==> src/sv/tcpq_pkg.sv <==
// shared types and constants for the two-class priority task queue
// no dependencies; used by every module of the block
package tcpq_pkg;

  localparam int DEPTH        = 64;
  localparam int PAYLOAD_BITS = 32;
  localparam int IDX_W        = $clog2(DEPTH);
  localparam int CNT_W        = $clog2(DEPTH + 1);
  localparam int ADDR_W       = 4;

  typedef enum logic [2:0] {
    REQ_ENQ    = 3'd0,
    REQ_DEQ    = 3'd1,
    REQ_PEEK   = 3'd2,
    REQ_REMOVE = 3'd3,
    REQ_CLEAR  = 3'd4
  } req_kind_t;

  typedef enum logic [2:0] {
    ST_OK       = 3'd0,
    ST_EMPTY    = 3'd1,
    ST_FULL     = 3'd2,
    ST_DUP      = 3'd3,
    ST_CLOSED   = 3'd4
  } stat_t;

  typedef enum logic [1:0] {
    REG_SIZE_LIMIT = 2'd0,
    REG_DUP_OK     = 2'd1,
    REG_CLOSED     = 2'd2
  } reg_idx_t;

  typedef struct packed {
    logic [2:0]  req_type;
    logic [63:0] task_id;
    logic        high_priority;
    logic [31:0] task_payload;
  } req_t;

  typedef struct packed {
    logic [2:0]  status;
    logic [63:0] out_task_id;
    logic [31:0] out_payload;
    logic        out_high;
    logic [6:0]  task_count;
    logic [6:0]  high_count;
    logic [63:0] enqueued_total;
    logic [63:0] dequeued_total;
    logic [6:0]  cleared_count;
  } rsp_t;

  typedef struct packed {
    logic [6:0] size_limit;
    logic       duplicates_allowed;
    logic       queue_closed;
  } cfg_t;

  typedef struct packed {
    logic [63:0]             id;
    logic [PAYLOAD_BITS-1:0] payload;
    logic                    cls;
  } entry_t;

  typedef enum logic [3:0] {
    S_IDLE,
    S_DECODE,
    S_SRCH_RD,
    S_SRCH_CMP,
    S_HEAD,
    S_INS_CHK,
    S_INS_WR,
    S_CLS_CHK,
    S_CLS_WR,
    S_OUT
  } state_t;

  typedef enum logic [2:0] {
    IDX_HOLD, IDX_ZERO, IDX_INC, IDX_DEC, IDX_CNT
  } idx_op_t;

  typedef enum logic [2:0] {
    RD_NONE, RD_IDX, RD_IDX_INC, RD_IDX_DEC, RD_ZERO
  } rd_op_t;

  typedef enum logic [1:0] {
    WR_NONE, WR_RDATA, WR_NEW
  } wr_op_t;

  typedef enum logic [1:0] {
    CM_NONE, CM_ENQ, CM_CLOSE, CM_CLEAR
  } commit_t;

  typedef struct packed {
    logic    accept;
    idx_op_t idx_op;
    rd_op_t  rd_op;
    wr_op_t  wr_op;
    logic    cap_head;
    logic    cap_victim;
    logic    set_status;
    stat_t   status;
    commit_t commit;
    logic    out_load;
  } cmd_t;

  typedef struct packed {
    logic [2:0] req_type;
    logic       closed;
    logic       full;
    logic       dup_allowed;
    logic       cnt_zero;
    logic       id_match;
    logic       idx_next_is_cnt;
    logic       at_ins_pos;
    logic       out_free;
  } sts_t;

endpackage

==> src/sv/tcpq_ctrl.sv <==
// sequencer for the task queue: decodes a request and steps the datapath
// depends on tcpq_pkg
module tcpq_ctrl (
  input  logic           clk,
  input  logic           rst,
  input  logic           req_valid,
  output logic           req_stall,
  input  tcpq_pkg::sts_t sts,
  output tcpq_pkg::cmd_t cmd
);

  tcpq_pkg::state_t state, state_next;

  always_ff @(posedge clk) begin
    if (rst) begin
      state <= tcpq_pkg::S_IDLE;
    end else begin
      state <= state_next;
    end
  end

  assign req_stall = (state != tcpq_pkg::S_IDLE);

  always_comb begin
    state_next = state;
    unique case (state)
      tcpq_pkg::S_IDLE: if (req_valid) state_next = tcpq_pkg::S_DECODE;
      tcpq_pkg::S_DECODE: begin
        case (sts.req_type)
          tcpq_pkg::REQ_ENQ: begin
            if (sts.closed || sts.full) state_next = tcpq_pkg::S_OUT;
            else if (!sts.dup_allowed && !sts.cnt_zero) state_next = tcpq_pkg::S_SRCH_RD;
            else state_next = tcpq_pkg::S_INS_CHK;
          end
          tcpq_pkg::REQ_DEQ, tcpq_pkg::REQ_PEEK:
            state_next = sts.cnt_zero ? tcpq_pkg::S_OUT : tcpq_pkg::S_HEAD;
          tcpq_pkg::REQ_REMOVE:
            state_next = sts.cnt_zero ? tcpq_pkg::S_OUT : tcpq_pkg::S_SRCH_RD;
          default: state_next = tcpq_pkg::S_OUT;
        endcase
      end
      tcpq_pkg::S_SRCH_RD: state_next = tcpq_pkg::S_SRCH_CMP;
      tcpq_pkg::S_SRCH_CMP: begin
        if (sts.id_match) begin
          state_next = (sts.req_type == tcpq_pkg::REQ_ENQ) ? tcpq_pkg::S_OUT
                                                           : tcpq_pkg::S_CLS_CHK;
        end else if (sts.idx_next_is_cnt) begin
          state_next = (sts.req_type == tcpq_pkg::REQ_ENQ) ? tcpq_pkg::S_INS_CHK
                                                           : tcpq_pkg::S_OUT;
        end else begin
          state_next = tcpq_pkg::S_SRCH_RD;
        end
      end
      tcpq_pkg::S_HEAD:
        state_next = (sts.req_type == tcpq_pkg::REQ_DEQ) ? tcpq_pkg::S_CLS_CHK
                                                         : tcpq_pkg::S_OUT;
      tcpq_pkg::S_INS_CHK:
        state_next = sts.at_ins_pos ? tcpq_pkg::S_OUT : tcpq_pkg::S_INS_WR;
      tcpq_pkg::S_INS_WR: state_next = tcpq_pkg::S_INS_CHK;
      tcpq_pkg::S_CLS_CHK:
        state_next = sts.idx_next_is_cnt ? tcpq_pkg::S_OUT : tcpq_pkg::S_CLS_WR;
      tcpq_pkg::S_CLS_WR: state_next = tcpq_pkg::S_CLS_CHK;
      tcpq_pkg::S_OUT: if (sts.out_free) state_next = tcpq_pkg::S_IDLE;
      default: state_next = tcpq_pkg::S_IDLE;
    endcase
  end

  always_comb begin
    cmd            = '0;
    cmd.idx_op     = tcpq_pkg::IDX_HOLD;
    cmd.rd_op      = tcpq_pkg::RD_NONE;
    cmd.wr_op      = tcpq_pkg::WR_NONE;
    cmd.status     = tcpq_pkg::ST_OK;
    cmd.commit     = tcpq_pkg::CM_NONE;
    unique case (state)
      tcpq_pkg::S_IDLE: cmd.accept = req_valid;
      tcpq_pkg::S_DECODE: begin
        case (sts.req_type)
          tcpq_pkg::REQ_ENQ: begin
            cmd.set_status = sts.closed || sts.full;
            cmd.status     = sts.closed ? tcpq_pkg::ST_CLOSED : tcpq_pkg::ST_FULL;
            cmd.idx_op     = (!sts.dup_allowed && !sts.cnt_zero) ? tcpq_pkg::IDX_ZERO
                                                                 : tcpq_pkg::IDX_CNT;
          end
          tcpq_pkg::REQ_DEQ, tcpq_pkg::REQ_PEEK, tcpq_pkg::REQ_REMOVE: begin
            cmd.set_status = sts.cnt_zero;
            cmd.status     = tcpq_pkg::ST_EMPTY;
            cmd.idx_op     = tcpq_pkg::IDX_ZERO;
            cmd.rd_op      = tcpq_pkg::RD_ZERO;
          end
          tcpq_pkg::REQ_CLEAR: cmd.commit = tcpq_pkg::CM_CLEAR;
          default: ;
        endcase
      end
      tcpq_pkg::S_SRCH_RD: cmd.rd_op = tcpq_pkg::RD_IDX;
      tcpq_pkg::S_SRCH_CMP: begin
        cmd.cap_victim = 1'b1;
        if (sts.id_match) begin
          cmd.set_status = (sts.req_type == tcpq_pkg::REQ_ENQ);
          cmd.status     = tcpq_pkg::ST_DUP;
        end else if (sts.idx_next_is_cnt) begin
          cmd.set_status = (sts.req_type != tcpq_pkg::REQ_ENQ);
          cmd.status     = tcpq_pkg::ST_EMPTY;
          cmd.idx_op     = tcpq_pkg::IDX_CNT;
        end else begin
          cmd.idx_op = tcpq_pkg::IDX_INC;
        end
      end
      tcpq_pkg::S_HEAD: begin
        cmd.cap_head   = 1'b1;
        cmd.cap_victim = 1'b1;
      end
      tcpq_pkg::S_INS_CHK: begin
        if (sts.at_ins_pos) begin
          cmd.wr_op  = tcpq_pkg::WR_NEW;
          cmd.commit = tcpq_pkg::CM_ENQ;
        end else begin
          cmd.rd_op = tcpq_pkg::RD_IDX_DEC;
        end
      end
      tcpq_pkg::S_INS_WR: begin
        cmd.wr_op  = tcpq_pkg::WR_RDATA;
        cmd.idx_op = tcpq_pkg::IDX_DEC;
      end
      tcpq_pkg::S_CLS_CHK: begin
        if (sts.idx_next_is_cnt) cmd.commit = tcpq_pkg::CM_CLOSE;
        else cmd.rd_op = tcpq_pkg::RD_IDX_INC;
      end
      tcpq_pkg::S_CLS_WR: begin
        cmd.wr_op  = tcpq_pkg::WR_RDATA;
        cmd.idx_op = tcpq_pkg::IDX_INC;
      end
      tcpq_pkg::S_OUT: cmd.out_load = sts.out_free;
      default: ;
    endcase
  end

endmodule

==> config.mk <==
export PLATFORM = sky130hd
export DESIGN_NAME = tcpq_ctrl
export DESIGN_NICKNAME = d
export VERILOG_FILES = /design/src/sv/tcpq_pkg.sv /design/src/sv/tcpq_ctrl.sv
export SDC_FILE = /design/constraint.sdc
export NUM_CORES = 1
export LEC_CHECK = 0
export ABC_AREA = 1
export ABC_CLOCK_PERIOD_IN_PS = 2029
export BUFFER_PORTS_ARGS = -buffer_cell sky130_fd_sc_hd__buf_2
export CORE_UTILIZATION = 28
export DETAILED_ROUTE_END_ITERATION = 8
export SLEW_MARGIN = 5
export SYNTH_ARGS = -nofsm -noshare
export SYNTH_HDL_FRONTEND = slang
export SYNTH_SLANG_ARGS = --single-unit
==> constraint.sdc <==
create_clock -name clk -period 2.03 [get_ports clk]
set_input_delay 0.3045 -clock clk [delete_from_list [all_inputs] [get_ports clk]]
set_output_delay 0.3045 -clock clk [all_outputs]
set_load 0.1 [all_outputs]
* Yosys cells after proc, flatten, opt, wreduce, memory -nomap -nowiden
Index checks and enable logic that the tools add are counted.
Operators by class: mux-type cells 39, reduce and logical (&&, ||, !) cells 13, eq/ne operators 15
Operators with widths (count):
- $mux 4 | 13
- $pmux 4 s10 | 1
- $pmux 3 s4 | 2
- $mux 3 | 6
- $eq 4x3->1 const B | 4
- $pmux 4 s2 | 2
- $pmux 4 s3 | 1
- $mux 2 | 5
- $eq 4x2->1 const B | 2
- $eq 4x4->1 const B | 2
- $eq 3x2->1 const B | 2
- $mux 1 | 6
- $pmux 2 s3 | 1
- $pmux 3 s2 | 1
- $reduce_or 2->1 | 3
- $eq 4x1->1 const B | 1
- $logic_not 4->1 | 1
- $ne 2x2->1 const B | 2
- $pmux 2 s2 | 1
- $reduce_bool 4->1 | 1
- $eq 3x1->1 const B | 1
- $eq 3x3->1 const B | 1
- $logic_not 3->1 | 1
- $reduce_bool 3->1 | 1
- 5 further kinds | 6
Word-level totals: input bits 14, word-level logic and storage cells 68, register bits 4, output and inout port bits 19

* Depth between registers and ports, before layout
word-level depth 6, depth in mapped cells 9, gate-level depth less buffers 9

* Worst setup path before layout
Ideal clock, no wire load.
kind input-to-output, start point input port sts[9] (netlist bit), end point output port cmd[4] (netlist bit), path slack -1.256 ns, path buffers 0, data arrival time 2.982 ns, stages on the path 3, required time 1.725 ns, cell sequence nor2_1 nand2_1 o32ai_1
RTL lines:
- start, declared | RTL line tcpq_ctrl.sv:8 | input tcpq_pkg::sts_t sts,
- end, declared | RTL line tcpq_ctrl.sv:9 | output tcpq_pkg::cmd_t cmd

==> summary.md <==
## Clock tree
• 3 — Inserted Clock Buffers
• sky130_fd_sc_hd__clkbuf_4 — Root Buffer Master
• 40 ps — clk slew on worst S/H paths
• 0 — post-cts repair resize count
• 4 — number of sinks driven by the clock tree
• 1 — Max H-tree Level
• done — TritonCTS clock tree
• 0 — number of buffers inserted to repair setup after CTS
• 240 ps — clock network latency to the later pin of the worst-skew pair
• 2 — clk buf depth
• 0 — hold_buf cts

## Synth
• 22.66% — top-area cell type share of the netlist area
• 17 — Synth cell types
• 629.4 µm² — synthesized cell area
• 12.72% — sequential share of the synthesized area
• 5.075 µm² — synthesized area per cell
• 124 — cell count after synthesis
• sky130_fd_sc_hd__nand2_1 — area leader, netlist
• 4 — number of synthesized register bits
• 0 — number of warnings issued by yosys
• 138 — net count of the mapped netlist
• sky130_fd_sc_hd__nand2_1, sky130_fd_sc_hd__inv_1, sky130_fd_sc_hd__dfxtp_1, sky130_fd_sc_hd__nand3_1, sky130_fd_sc_hd__nor2_1 — Synth area leaders

## Worst setup path
• state[2] — timing startpoint of the critical path
• state[0] — RR Endpoint
• output port — element type at the critical path end
• register — Setup crit start kind
• register to output port — type of the setup path with the least slack
• state[0] — r2r startpoint
• 1600 ps — Arrival @ worst endpoint
• 1730 ps — worst path required time
• 8 — cell count of the worst reg-to-reg path
• 690 ps — setup slack of the most critical reg-to-reg path
• 5 — critical path fanouts, max

## STA
• 94.04% — Tcrit/Tclk final
• 271.3 ps — Post-Route Hold Slack
• 493.4 ps — Tightest Pin Transition
• 7.577 ps — Max Clock Skew
• 0 — hold violation total from the final report
• 523.9 MHz — highest clock frequency the design can meet
• 0 — Final Setup Violations
• 1909 ps — clock period minus worst slack
• 0 — final number of max-transition violations
• 67.33% — relative slew slack

## GRT
• 0 — initial antenna violation count
• 3519 µm — first-pass GRT wire length
• 839 — number of global-route vias before repair
• 18.80% — total track usage
• 8 — pin count of the biggest net entering global routing
• 0 — GRT overflow

## Layout
• 85.08 µm² — FF/Latch Area
• 0 — diodes inserted
• 36.02% — fraction of layout cells with a size suffix above 1
• 65.21% — P&R area growth vs syn
• 4 — Largest register FFs
• 176 — number of nets in the layout
• 188 — final std cells w/o fill
• 1040 µm² — cell area after layout
• 239 — filler instances
• state — Biggest register
• 490.5 µm² — Multi-input gate area
• state (4) — Largest regs

## Route
• 0 — post-route DRC violation count
• 881 — routed via count
• 2086 µm — Total Wirelength
• 4 — number of optimization iterations in the first detailed-route pass
• 12 — violation count after the first detailed-route iteration
• 4.686 — vias per inst
• 0 — Detail Route Antenna Nets
• 11.10 µm — average routed wire per standard cell

## Status
• completed — run status

## Die
• 49.41 µm — Die Height
• 2042 µm² — placeable core region
• 49.41 µm — Die Width
• 33 — total I/O pin count
• 2441 µm² — Die Outline Area
• 30.82% — initial cell density of the core
• 16 — row count

## Job
• 0 — Max Cap Violations

## Worst hold path
• state[0] — worst hold endpoint
• rst — Hold Path Origin
• 2 — hold path depth
• primary input to register — Worst Hold Class

## Power and ir drop
• 0.6013 nW — leakage power total
• 1475 nW/µm² — Power Density
• 1.374 mV — maximum resistive drop on vdd

## Placed design
• 184 — count of placed standard cells including taps
• 1804 µm — placed wire-length estimate
• 1003 µm² — Placed Instance Area
• 0.8963 — placer's final routability congestion estimate
• 32 — input/output buffers

[layer usage]
layer	wire [µm]	track usage, %	vias to the layer above
met3	106	2.804	2
met4	17	10.00	0
li1	-	-	464
met2	1057	32.88	26
met5	0	0	-
met1	906	21.77	389
[layout make-up]
class,count,area share (%)
multi-input combinational,93,47.17
timing repair buffer,33,29.12
inverter,27,9.747
sequential,4,8.183
tap,27,3.249
clock buffer,4,2.527
[worst max-delay path by stage]
stage	to	cells after the start
after global routing	cmd[13]	7
after floorplan	cmd[14]	6
final	cmd[10]	5
after CTS	cmd[14]	7
after global placement	cmd[14]	7
after detailed placement	cmd[14]	7
[cell families after synthesis]
| family | count (synthesis) | share of synthesized area, % |
|---|---|---|
| and+or+nand+nor | 82 | 60.84 |
| AOI/OAI and AO/OA | 11 | 10.34 |
| buffers and inverters | 27 | 16.10 |
| DFF | 4 | 12.72 |
[cell usage in the layout (no fill, tap or decap), drive strengths merged]
cell type and count:
nand2 39, buf 33, inv 27, nor2 20
nand3 16, o21ai 8, clkbuf 4, dfxtp 4
nand4 3, nor3b 2, nor3 2, o211ai 1
o32ai 1, a21oi 1
[cells in the mapped netlist (all sizes together)]
master,n
dfxtp,4
o32ai,1
inv,27
nor3b,2
o211ai,1
nand2,39
o21ai,8
nand4,3
a21oi,1
nor3,2
nor2,20
nand3,16
[worst max-delay path: stages (launching register included)]
cell,delay [ps]
sky130_fd_sc_hd__dfxtp_1,370
sky130_fd_sc_hd__inv_2,90
sky130_fd_sc_hd__nor2_4,160
sky130_fd_sc_hd__nand2_1,120
sky130_fd_sc_hd__nor2_2,170
sky130_fd_sc_hd__buf_2,460
[where the power goes]
part	switching (mW)	internal (mW)	total (mW)
registers	0.0426	0.113	0.155
logic	0.981	0.290	1.27
clock network	0.0332	0.0738	0.107
total	1.06	0.477	1.53
[stage by stage]
| stage | power (mW) | setup slack, ps | setup TNS, ps | util (%) |
|---|---|---|---|---|
| after global placement | 1.407 | 387.3 | 0 | 49.14 |
| final | 1.533 | 121.1 | 0 | 50.92 |
| after detailed placement | 1.422 | 285.9 | 0 | 49.14 |
| after floorplan | 1.146 | -489.5 | -2364 | - |
| after CTS | 1.537 | 32.39 | 0 | 50.43 |
| after global routing | 1.619 | -4.164 | -4.164 | 50.92 |
Note: power is estimated with default switching activity, not from simulation.
