**src/sv/tcpq_pkg.sv**
```systemverilog
// shared types and constants for the two-class priority task queue
// no dependencies; used by every module of the block
package tcpq_pkg;

  localparam int DEPTH        = 64;
  localparam int PAYLOAD_BITS = 32;
  localparam int IDX_W        = $clog2(DEPTH);
  localparam int CNT_W        = $clog2(DEPTH + 1);
  localparam int ADDR_W       = 4;

  typedef enum logic [2:0] {
    REQ_ENQ    = 3'd0,
    REQ_DEQ    = 3'd1,
    REQ_PEEK   = 3'd2,
    REQ_REMOVE = 3'd3,
    REQ_CLEAR  = 3'd4
  } req_kind_t;

  typedef enum logic [2:0] {
    ST_OK       = 3'd0,
    ST_EMPTY    = 3'd1,
    ST_FULL     = 3'd2,
    ST_DUP      = 3'd3,
    ST_CLOSED   = 3'd4
  } stat_t;

  typedef enum logic [1:0] {
    REG_SIZE_LIMIT = 2'd0,
    REG_DUP_OK     = 2'd1,
    REG_CLOSED     = 2'd2
  } reg_idx_t;

  typedef struct packed {
    logic [2:0]  req_type;
    logic [63:0] task_id;
    logic        high_priority;
    logic [31:0] task_payload;
  } req_t;

  typedef struct packed {
    logic [2:0]  status;
    logic [63:0] out_task_id;
    logic [31:0] out_payload;
    logic        out_high;
    logic [6:0]  task_count;
    logic [6:0]  high_count;
    logic [63:0] enqueued_total;
    logic [63:0] dequeued_total;
    logic [6:0]  cleared_count;
  } rsp_t;

  typedef struct packed {
    logic [6:0] size_limit;
    logic       duplicates_allowed;
    logic       queue_closed;
  } cfg_t;

  typedef struct packed {
    logic [63:0]             id;
    logic [PAYLOAD_BITS-1:0] payload;
    logic                    cls;
  } entry_t;

  typedef enum logic [3:0] {
    S_IDLE,
    S_DECODE,
    S_SRCH_RD,
    S_SRCH_CMP,
    S_HEAD,
    S_INS_CHK,
    S_INS_WR,
    S_CLS_CHK,
    S_CLS_WR,
    S_OUT
  } state_t;

  typedef enum logic [2:0] {
    IDX_HOLD, IDX_ZERO, IDX_INC, IDX_DEC, IDX_CNT
  } idx_op_t;

  typedef enum logic [2:0] {
    RD_NONE, RD_IDX, RD_IDX_INC, RD_IDX_DEC, RD_ZERO
  } rd_op_t;

  typedef enum logic [1:0] {
    WR_NONE, WR_RDATA, WR_NEW
  } wr_op_t;

  typedef enum logic [1:0] {
    CM_NONE, CM_ENQ, CM_CLOSE, CM_CLEAR
  } commit_t;

  typedef struct packed {
    logic    accept;
    idx_op_t idx_op;
    rd_op_t  rd_op;
    wr_op_t  wr_op;
    logic    cap_head;
    logic    cap_victim;
    logic    set_status;
    stat_t   status;
    commit_t commit;
    logic    out_load;
  } cmd_t;

  typedef struct packed {
    logic [2:0] req_type;
    logic       closed;
    logic       full;
    logic       dup_allowed;
    logic       cnt_zero;
    logic       id_match;
    logic       idx_next_is_cnt;
    logic       at_ins_pos;
    logic       out_free;
  } sts_t;

endpackage

```
**src/sv/tcpq_regs.sv**
```systemverilog
// configuration registers behind the apb-style port
// depends on tcpq_pkg
module tcpq_regs (
  input  logic                         clk,
  input  logic                         rst,
  input  logic                         psel,
  input  logic                         penable,
  input  logic                         pwrite,
  input  logic [tcpq_pkg::ADDR_W-1:0]  paddr,
  input  logic [31:0]                  pwdata,
  output logic [31:0]                  prdata,
  output logic                         pready,
  output tcpq_pkg::cfg_t               cfg
);

  tcpq_pkg::reg_idx_t sel;

  assign pready = 1'b1;
  assign sel    = tcpq_pkg::reg_idx_t'(paddr[3:2]);

  always_ff @(posedge clk) begin
    if (rst) begin
      cfg.size_limit         <= 7'(tcpq_pkg::DEPTH);
      cfg.duplicates_allowed <= 1'b1;
      cfg.queue_closed       <= 1'b0;
    end else if (psel && penable && pwrite) begin
      unique case (sel)
        tcpq_pkg::REG_SIZE_LIMIT: cfg.size_limit         <= pwdata[6:0];
        tcpq_pkg::REG_DUP_OK:     cfg.duplicates_allowed <= pwdata[0];
        tcpq_pkg::REG_CLOSED:     cfg.queue_closed       <= pwdata[0];
        default: ;
      endcase
    end
  end

  always_comb begin
    unique case (sel)
      tcpq_pkg::REG_SIZE_LIMIT: prdata = {25'd0, cfg.size_limit};
      tcpq_pkg::REG_DUP_OK:     prdata = {31'd0, cfg.duplicates_allowed};
      tcpq_pkg::REG_CLOSED:     prdata = {31'd0, cfg.queue_closed};
      default:                  prdata = 32'd0;
    endcase
  end

endmodule

```
**config.mk**
```make
export PLATFORM = sky130hd
export DESIGN_NAME = tcpq_regs
export DESIGN_NICKNAME = d
export VERILOG_FILES = /design/src/sv/tcpq_pkg.sv /design/src/sv/tcpq_regs.sv
export SDC_FILE = /design/constraint.sdc
export NUM_CORES = 1
export LEC_CHECK = 0
export BUFFER_PORTS_ARGS = -buffer_cell sky130_fd_sc_hd__buf_2
export CORE_MARGIN = 2
export CORE_UTILIZATION = 34
export CTS_CLUSTER_DIAMETER = 40
export DETAILED_ROUTE_END_ITERATION = 12
export PLACE_DENSITY = 0.95
export SETUP_SLACK_MARGIN = 0.02
export SLEW_MARGIN = 5
export SYNTH_ARGS = -nofsm -noshare
export SYNTH_HDL_FRONTEND = slang
export SYNTH_SLANG_ARGS = --single-unit
```
**constraint.sdc**
```tcl
create_clock -name clk -period 2.6 [get_ports clk]
set_clock_uncertainty 0.15 [all_clocks]
set_input_delay 0.13 -clock clk [delete_from_list [all_inputs] [get_ports clk]]
set_output_delay 0.13 -clock clk [all_outputs]
set_load 0.01 [all_outputs]
```
Yosys cells after proc, flatten, opt, wreduce, memory -nomap -nowiden

Cells that the tools add are included.

Bits in registers: 9
Input bits: 41
Output and inout bits: 42
Logic and storage cells: 12

Equality and inequality tests: 2
Muxes and demuxes: 1
Reduce and logical (&&, ||, !) cells: 6

Operator list:

| operator                                                        | number |
|---|---|
| 7-bit one-hot mux with 3 select lines                           | 1 |
| 2-bit AND reduction                                             | 3 |
| 2-bit by 1-bit == test with 1-bit output, second input constant | 1 |
| 2-bit == test, second input constant                            | 1 |
| 1-bit logical AND                                               | 2 |
| 2-bit logical NOT                                               | 1 |

Logic depth before layout (Yosys ltp)

Gate-level depths: netlist of the first run.

Depth after elaboration: 3
Gate-level depth with buffers: 3
Gate-level depth less buffers: 3

Worst setup path before layout of the first run

OpenSTA, ideal clock, no wires.

Path kind: register to output
Start: register cfg[1] (netlist bit)
End: output prdata[0]
Arrival time: 735 ps
Data required time: 2,320 ps
Setup slack: 1,585 ps
Cell stages (with the launch flop): 3
Cells stage by stage: dfxtp_1 > mux2i_1 > o21ai_0

Cells in the longest elaborated chain, start to end: 1

Ends and longest elaborated chain:

| what                                  | RTL line        | RTL |
|---|---|---|
| start, declared                       | tcpq_regs.sv:13 | `output tcpq_pkg::cfg_t cfg` |
| 7-bit one-hot mux with 3 select lines | tcpq_regs.sv:37 | `unique case (sel)` |
| end, declared                         | tcpq_regs.sv:11 | `output logic [31:0] prdata,` |

Every way passes these cells.

Final worst setup path of the first run

Start: register cfg[2] (netlist bit)
End: output prdata[0]

The elaborated chain is that of the path after synthesis.

==> flow_summary_export.csv, run 1 <==
group,metric,value,unit
worst_setup_path,crit_required,2.32,ns
clock_tree,cts_root_buffer,"clkbuf_4",
sta,hold_violations,0,
yosys,async_reset_ff_share,0,%
final_layout,diodes,0,
sta,slew_violations,0,
job,cap_violations,0,
worst_setup_path,arrival,1.03,ns
die,pin_count,83,
final_layout,area.sequential,180,um2
yosys,ys.flop_type,"dfxtp_1",
worst_setup_path,slowest_stage,"dfxtp_1",
worst_setup_path,crit_type,"flip-flop to output pin",
yosys,yosysUniqueCellTypes,13,
yosys,synth_common_cells,"buf_4, nand2b_1, mux2i_1, dfxtp_1, and2_1",
clock_tree,postCtsResizedCells,0,
final_layout,final_area,825,um2
die,initial_core_util,35.3,%
route,wl_per_cell,9.18,um
route,viasPerCell,3.89,
pwr,internal_power,0.000222,W
clock_tree,cts_sinks,9,
die,die_area,2370,um2
placement,placed_cell_area,748,um2
route,drt-total-wl,1290,um
sta,period_minus_slack,1.31,ns
min_path,hold_class,"input pin to flip-flop",
clock_tree,h-tree-depth,1,
sta,setup_ws,1.29,ns
yosys,ys_seq_area_share,26.6,%
yosys,synth-edff-count,0,
yosys,ys_seq_elements,9,
pwr,power_frac_clock,34.3,%
die,rows,16,
pwr,p_leak,0.409,nW
placement,dp_cells,131,
final_layout,multiInputGateArea,389,um2
pwr,peakVddDrop,0.264,mV
pwr,power.switching,0.0000831,W
route,vias,544,
clock_tree,cts_tree,"yes",
worst_setup_path,start_kind,"flip-flop",
final_layout,area_growth,21.6,%
sta,setup_tns,0,ns
global_routing,grt_pass1_vias,558,
pwr,combinationalPowerShare,19.5,%
worst_setup_path,path_cells,"mux2i_1 -> o21ai_0 -> buf_2",
global_routing,grt_overflow,0,
final_layout,drive_above_1_share,30.1,%
pwr,power_density,370,nW/um2
clock_tree,cts_buffers,3,
placement,place_hpwl,994,um
sta,final-setup-viol-count,0,
sta,max_freq,766,MHz
final_layout,fill_cells,184,
worst_setup_path,worst_setup_path_end_kind,"output pin",
route,final_antenna_net_count,0,
route,drt_iter0_drc,1,
clock_tree,clk_latency,0.26,ns
worst_setup_path,r2r_cells,2,
worst_setup_path,cp_top_family,"flip-flops",
yosys,netlist_instances,78,
sta,finalCritPeriodShare,50.2,%
die,chipHeight,48.7,um
yosys,syn_avg_cell_area,8.69,um2
global_routing,grt_pass1_wl,2150,um
pwr,seq_power_share,46.2,%
min_path,holdPathStages,3,
global_routing,antenna_found_initial,0,
final_layout,finalNetCount,155,
final_layout,largest_reg_flops,9,
yosys,yosysWarnings,0,
worst_setup_path,crit_fanout,3,
yosys,netlist.area_leader.share,28.8,%
placement,pre_cts_slack,1.37,ns
clock_tree,cts_setup_buffers,0,
run_status,status,"finished, final reports clean",
worst_setup_path,max_stage_delay,0.36,ns
placement,io_buffer_count,29,
sta,rsz0062_at_grt,"no",
die,core,1920,um2
clock_tree,path_clk_slew,0.06,ns
final_layout,largestRegisters,"cfg (9)",
placement,place_congestion,0.678,
worst_setup_path,cp.depth,3,
global_routing,grt_max_degree,18,
yosys,yosys-top-cells-area,"buf_4, dfxtp_1, mux2i_1",
yosys,yosysMostFrequentCell,"buf_4",
final_layout,top_register,"cfg",
yosys,synth_largest_area_cell,"buf_4",
route,drc_errors,0,
yosys,netlist_area,678,um2
clock_tree,cts_hold_buf,5,
final_layout,stdcell_count,140,
global_routing,track_usage,11.3,%
die,die_w,48.7,um
clock_tree,cts_buffer_depth,2,
route,firstDrtPassIters,3,
final_layout,utilization,42.9,%
pwr,p_sw_share,27.2,%
worst_setup_path,worst-path-buf-inv,1,
==> through the flow <==
step	hold WS (ns)	total power, W
finish	0.00349	0.000305
global placement	0.239	0.000195
global route	0.0128	0.000318
CTS	0.00570	0.000307
floorplan	0.135	0.000206
detailed placement	0.253	0.000197
==> worst paths after layout <==
kind,slack [ns],startpoint,to
worst min register to register,0.33,cfg[6]$_SDFFE_PP0P_,cfg[6]$_SDFFE_PP0P_
worst min-delay path,0.003,pwdata[5],cfg[7]$_SDFFE_PP0P_
worst max-delay path,1.29,cfg[2]$_SDFFE_PP0P_,prdata[0]
worst max register to register,1.83,cfg[8]$_SDFFE_PP1P_,cfg[8]$_SDFFE_PP1P_
==> per-layer routing <==
| layer | vias up | wire [um] | GRT usage, % |
|---|---|---|---|
| met5 | - | 0 | 0 |
| met4 | 0 | 0 | 6.67 |
| met3 | 0 | 134 | 2.47 |
| met2 | 40 | 706 | 23.3 |
| met1 | 237 | 445 | 9.51 |
| li1 | 267 | - | - |
==> placed cells by master (no fill, tap or decap) <==
cell type      instances
and2_1                 6
nand2b_1              13
nor3b_1                2
conb_1                26
clkbuf_4               3
nand3b_1               1
mux2i_1               10
clkbuf_1               1
o21ai_0                1
dfxtp_1                9
nor2_1                 5
nand3_2                1
nor3_4                 1
dlygate4sd3_1          5
buf_2                 29
==> kinds of logic (layout without fill, tap and decap cells) <==
family,after synthesis,in the layout,synth area share [%]
compound gates,1,1,0.737
buf+inv,27,38,29.3
flops,9,9,26.6
mux,10,10,14.8
other cells,2,26,1.11
simple gates,29,29,27.5
==> power by group through the flow <==
stage / Sequential [W] / Combinational (W) / Clock [W]
2_1_floorplan: 0.000145 / 0.0000617 / 0
3_3_place_gp: 0.000144 / 0.0000513 / 0
3_5_place_dp: 0.000144 / 0.0000529 / 0
4_1_cts: 0.000141 / 0.0000587 / 0.000108
5_1_grt: 0.000141 / 0.0000655 / 0.000111
6_report: 0.000141 / 0.0000594 / 0.000105
==> worst min-delay path: cells and delay by family <==
kind / cells / cell delay [ns]
buf+inv: 1 / 0.10
simple gates: 1 / 0.06
mux: 1 / 0.06
==> area by class of cell <==
| cell class | count | area share (%) |
|---|---|---|
| Timing Repair Buffer | 34 | 23.7 |
| Sequential cell | 9 | 21.9 |
| Tap cell | 27 | 4.10 |
| Clock buffer | 4 | 3.19 |
| Multi-Input combinational cell | 66 | 47.2 |
(Power assumes the default switching activity.)
==> inputs of run 2 (changes only) <==
--- a/config.mk
+++ b/config.mk
@@ -7,10 +7,10 @@
 export LEC_CHECK = 0
 export BUFFER_PORTS_ARGS = -buffer_cell sky130_fd_sc_hd__buf_2
 export CORE_MARGIN = 2
-export CORE_UTILIZATION = 34
+export CORE_UTILIZATION = 29
 export CTS_CLUSTER_DIAMETER = 40
 export DETAILED_ROUTE_END_ITERATION = 12
-export PLACE_DENSITY = 0.95
+export PLACE_DENSITY = 0.87
 export SETUP_SLACK_MARGIN = 0.02
 export SLEW_MARGIN = 5
 export SYNTH_ARGS = -nofsm -noshare
==> constraint.sdc (replaced) <==
create_clock -name clk -period 1.08 [get_ports clk]
set_clock_uncertainty 0.15 [all_clocks]
set_input_delay 0.054 -clock clk [delete_from_list [all_inputs] [get_ports clk]]
set_output_delay 0.054 -clock clk [all_outputs]
set_load 0.01 [all_outputs]
==> run 2 against run 1 <==
Effect of this change:
- sequential share of layout area decreased by 0.76 points
- routed wire length grew 5.4%
- via count rose by 3.5%
- critical endpoint unchanged
- clock-buffer cell count is the same
- the flow now finishes with violations (setup timing)
- first-iteration DRC count is 100% higher
- worst hold slack improved by 0.017 ns
- worst setup slack got worse by 1.3 ns
- flip-flop and latch count unchanged
- register-to-register slack lost 1.7 ns
- critical path depth is the same
- cell count increased by 4.3%
==> flow_summary_export.csv, run 2 (same netlist as run 1, synthesis figures left out) <==
group,metric,value,unit
clock_tree,cts_buffers,3,
placement,place_congestion,0.640,
sta,finalCritPeriodShare,105,%
job,cap_violations,0,
final_layout,largest_reg_flops,9,
die,pin_count,83,
sta,rsz0062_at_grt,"yes",
clock_tree,h-tree-depth,1,
sta,final-setup-viol-count,1,
clock_tree,cts_root_buffer,"clkbuf_4",
die,chipHeight,52.4,um
clock_tree,cts_tree,"yes",
route,wl_per_cell,9.27,um
worst_setup_path,r2r-end,"cfg[1]$_SDFFE_PP1P_",
route,drt_iter0_drc,2,
worst_setup_path,r2r_cells,3,
final_layout,area_growth,32.1,%
final_layout,fill_cells,216,
final_layout,stdcell_count,146,
sta,slew_violations,0,
route,drt-total-wl,1350,um
run_status,failed_checks,"setup timing",
clock_tree,cts_buffer_depth,2,
min_path,hold_class,"input pin to flip-flop",
die,die_w,52.4,um
min_path,holdPathStages,3,
final_layout,final_common_cell,"buf_2",
die,die_area,2740,um2
pwr,total_power,0.000755,W
worst_setup_path,arrival,0.93,ns
sta,hold_violations,0,
run_status,status,"complete, but fails checks",
sta,period_minus_slack,1.13,ns
pwr,power_density,843,nW/um2
global_routing,grt_max_degree,18,
worst_setup_path,crit_required,0.88,ns
worst_setup_path,reg2reg_from,"cfg[1]$_SDFFE_PP1P_",
die,core,2210,um2
sta,max_freq,885,MHz
route,vias,563,
placement,place_hpwl,938,um
final_layout,top_register,"cfg",
worst_setup_path,start_kind,"flip-flop",
global_routing,grt_pass1_wl,2190,um
die,initial_core_util,30.7,%
clock_tree,cts_sinks,9,
worst_setup_path,rrSetupSlack,0.11,ns
clock_tree,clk_latency,0.27,ns
global_routing,track_usage,11.4,%
die,rows,17,
sta,setup_ws,-0.0504,ns
global_routing,grt_pass1_vias,521,
min_path,whs_endpoint,"cfg[0]$_SDFFE_PP0P_",
placement,io_buffer_count,29,
final_layout,diodes,0,
min_path,worstHoldStart,"paddr[2]",
route,firstDrtPassIters,4,
worst_setup_path,crit_fanout,2,
pwr,p_leak,0.438,nW
pwr,peakVddDrop,0.717,mV
global_routing,antenna_found_initial,0,
final_layout,drive_above_1_share,37.3,%
final_layout,finalNetCount,160,
route,final_antenna_net_count,0,
placement,dp_cells,133,
worst_setup_path,worst_setup_path_end_kind,"output pin",
route,drc_errors,0,
final_layout,utilization,40.5,%
global_routing,grt_overflow,0,
clock_tree,path_clk_slew,0.06,ns
sta,whs,0.0207,ns
worst_setup_path,crit_type,"flip-flop to output pin",
final_layout,largestRegisters,"cfg (9)",
final_layout,mostFrequentLayoutCells,"buf_2, conb_1, nand2b_1",
sta,setup_tns,-0.0504,ns
route,viasPerCell,3.86,
## run 2: cell count changes in the layout (fill, tap and decap cells not counted), sizes merged
cell / previous run / this run
buf: 29 / 32
dlygate4sd3: 5 / 7
## run 2: timing repair
| item | in CTS | in global routing |
|---|---|---|
| buffers inserted | 2 | 0 |
| endpoints found under the hold margin | 9 | 0 |
| hold buffers | 7 | 0 |
| cloned | 0 | 0 |
| gates resized for setup | 7 | 2 |
| pin swaps | 0 | 0 |
| endpoints found under the setup margin | 5 | 8 |
## run 2: how the worst max path moves through the flow
stage,start,end,depth (start not counted)
detailed placement,paddr[3],prdata[2],4
global route,cfg[1]$_SDFFE_PP1P_,prdata[0],3
floorplan,cfg[1]$_SDFFE_PP1P_,prdata[0],2
finish,cfg[1]$_SDFFE_PP1P_,prdata[0],3
CTS,cfg[1]$_SDFFE_PP1P_,prdata[0],3
global placement,paddr[3],prdata[3],4
## run 2: routing by layer
metal,share of wire (%),global-route usage (%)
met5,0,0
met4,3.9,10.3
met3,7.4,1.43
met2,55,20.8
met1,33,11.0
## run 2: critical path: stages, from the launching register on
cell	delay, ns
dfxtp_2	0.32
mux2i_1	0.14
o21ai_1	0.07
buf_2	0.13
## run 2: cell type report
type	instances	area, um2	area share, %
Clock buffer	4	26.3	2.93
Multi-Input combinational cell	66	389	43.4
Timing Repair Buffer	39	256	28.6
Tap cell	28	35.0	3.91
Sequential cell	9	189	21.1
## run 2: metrics by stage
step	setup slack (ns)	instance area, um2
global route	-0.101	896
global placement	0.0688	769
finish	-0.0504	896
CTS	-0.0635	888
detailed placement	0.0244	769
floorplan	0.141	768
## run 2: where the power goes
group | total [W] | switching [W] | leakage [nW] | internal, W
combinational | 0.000153 | 0.0000884 | 0.348 | 0.0000649
sequential | 0.000340 | 0.00000290 | 0.0753 | 0.000337
clock | 0.000262 | 0.000120 | 0.0150 | 0.000143
total | 0.000755 | 0.000211 | 0.438 | 0.000544
==> inputs of run 3 (changes only) <==
--- a/config.mk
+++ b/config.mk
@@ -5,12 +5,12 @@
 export SDC_FILE = /design/constraint.sdc
 export NUM_CORES = 1
 export LEC_CHECK = 0
-export BUFFER_PORTS_ARGS = -buffer_cell sky130_fd_sc_hd__buf_2
 export CORE_MARGIN = 2
-export CORE_UTILIZATION = 29
+export CORE_UTILIZATION = 45
 export CTS_CLUSTER_DIAMETER = 40
 export DETAILED_ROUTE_END_ITERATION = 12
-export PLACE_DENSITY = 0.87
+export DONT_BUFFER_PORTS = 1
+export PLACE_DENSITY = 0.73
 export SETUP_SLACK_MARGIN = 0.02
 export SLEW_MARGIN = 5
 export SYNTH_ARGS = -nofsm -noshare
==> run 3 against run 2 <==
Effect of this change:
- the flow finishes with violations (hold timing, setup timing)
- non-clock buffer count fell by 27
- critical path depth is the same
- die area down 33%
==> flow_summary_export.csv, run 3 (same netlist as run 1, synthesis figures left out) <==
group,metric,value,unit
run_status,status,"complete, but fails checks",
run_status,failed_checks,"hold timing, setup timing",
sta,rsz0062_at_grt,"yes",
die,die_w,42.8,um
final_layout,drive_above_1_share,23.1,%
worst_setup_path,rrSetupSlack,0.18,ns
sta,max_freq,895,MHz
route,firstDrtPassIters,3,
die,chipHeight,42.8,um
placement,io_buffer_count,0,
min_path,hold_class,"input pin to flip-flop",
die,core,1450,um2
clock_tree,cts_tree,"yes",
final_layout,largestRegisters,"cfg (9)",
clock_tree,clk_latency,0.25,ns
route,wl_per_cell,10.4,um
clock_tree,cts_buffer_depth,2,
final_layout,diodes,0,
placement,placed_cell_area,632,um2
worst_setup_path,arrival,0.91,ns
clock_tree,cts_root_buffer,"clkbuf_4",
route,drt_iter0_drc,2,
final_layout,final_area,761,um2
route,viasPerCell,4.38,
final_layout,mostFrequentLayoutCells,"conb_1, nand2b_1, mux2i_1",
worst_setup_path,worst_setup_path_end_kind,"output pin",
sta,finalCritPeriodShare,103,%
die,initial_core_util,46.6,%
sta,slew_violations,0,
final_layout,area_growth,12.2,%
route,drt-total-wl,1120,um
final_layout,top_register,"cfg",
final_layout,area.sequential,194,um2
pwr,total_power,0.000716,W
sta,hold_violations,9,
min_path,worstHoldStart,"paddr[2]",
final_layout,multiInputGateArea,394,um2
global_routing,grt_pass1_wl,1740,um
die,rows,14,
placement,place_hpwl,863,um
clock_tree,cts_hold_buf,8,
final_layout,fill_cells,137,
pwr,p_leak,0.330,nW
route,final_antenna_net_count,0,
global_routing,grt_pass1_vias,384,
global_routing,track_usage,13.0,%
worst_setup_path,reg2reg_from,"cfg[1]$_SDFFE_PP1P_",
clock_tree,cts_setup_buffers,0,
die,die_area,1830,um2
job,cap_violations,0,
clock_tree,path_clk_slew,0.06,ns
pwr,power_density,942,nW/um2
final_layout,final_common_cell,"conb_1",
route,vias,469,
global_routing,antenna_found_initial,0,
route,drc_errors,0,
worst_setup_path,crit_fanout,2,
clock_tree,h-tree-depth,1,
die,pin_count,83,
sta,period_minus_slack,1.12,ns
worst_setup_path,crit_type,"flip-flop to output pin",
sta,whs,-0.179,ns
sta,final-setup-viol-count,1,
worst_setup_path,crit_path_start,"cfg[1]$_SDFFE_PP1P_",
global_routing,grt_overflow,0,
global_routing,grt_max_degree,18,
sta,setup_ws,-0.0371,ns
placement,place_congestion,0.722,
final_layout,finalNetCount,133,
worst_setup_path,start_kind,"flip-flop",
pwr,peakVddDrop,0.538,mV
clock_tree,cts_sinks,9,
worst_setup_path,crit_required,0.88,ns
final_layout,largest_reg_flops,9,
clock_tree,cts_buffers,3,
==> run 3: cell types whose count changed in the layout (fill, tap and decap cells not counted), moves of 2 or more <==
cell	before	now
and2_4	0	2
dfxtp_1	2	0
and2_1	6	4
buf_2	28	0
==> run 3: per-stage QoR <==
| step | utilization (%) | hold slack, ns | TNS (ns) | instances | setup slack [ns] |
|---|---|---|---|---|---|
| 6_report | 52.3 | -0.179 | -0.0371 | 107 | -0.0371 |
| 5_1_grt | 52.3 | -0.186 | -0.0816 | 107 | -0.0816 |
| 4_1_cts | 52.1 | -0.191 | -0.222 | 107 | -0.0551 |
| 3_5_place_dp | 43.5 | 0.0668 | 0 | 95 | 0.167 |
| 3_3_place_gp | 43.5 | 0.0616 | 0 | 95 | 0.173 |
| 2_1_floorplan | - | 0.0587 | 0 | 102 | 0.141 |
==> run 3: cell type report <==
| type | instances | share of cell area (%) |
|---|---|---|
| multi-input combinational | 66 | 51.8 |
| sequential | 9 | 25.5 |
| timing repair buffer | 12 | 16.4 |
| clock buffer | 3 | 2.96 |
| tap | 16 | 2.63 |
| clock inverter | 1 | 0.658 |
==> run 3: final timing paths <==
kind,endpoint,cells after the start
setup reg to reg,cfg[1]$_SDFFE_PP1P_,3
setup / recovery,prdata[0],3
hold reg to reg,cfg[7]$_SDFFE_PP0P_,2
hold / removal,cfg[0]$_SDFFE_PP0P_,2
==> run 3: layer usage <==
metal	vias up	global-route usage (%)	part of all wire (%)
li1	227	-	-
met1	201	13.5	39
met2	39	22.1	47
met3	2	4.68	14
met4	0	7.50	0.36
met5	-	0	0
==> run 3: what timing repair did <==
action / 4_1_cts / 5_1_grt
resized for setup: 12 / 2
setup endpoints to repair: 7 / 10
endpoints found under the hold margin: 9 / 9
gates cloned: 0 / 0
pin swaps: 0 / 1
==> run 3: where the power goes <==
group | switching, W | internal, W
registers | 0.00000489 | 0.000335
logic | 0.0000727 | 0.0000486
clock network | 0.000119 | 0.000137
==> run 3: worst max-delay path: stages, from the launching register on <==
cell and delay, ns:
dfxtp_2 0.32, mux2i_1 0.13, o21ai_1 0.07, buf_4 0.14
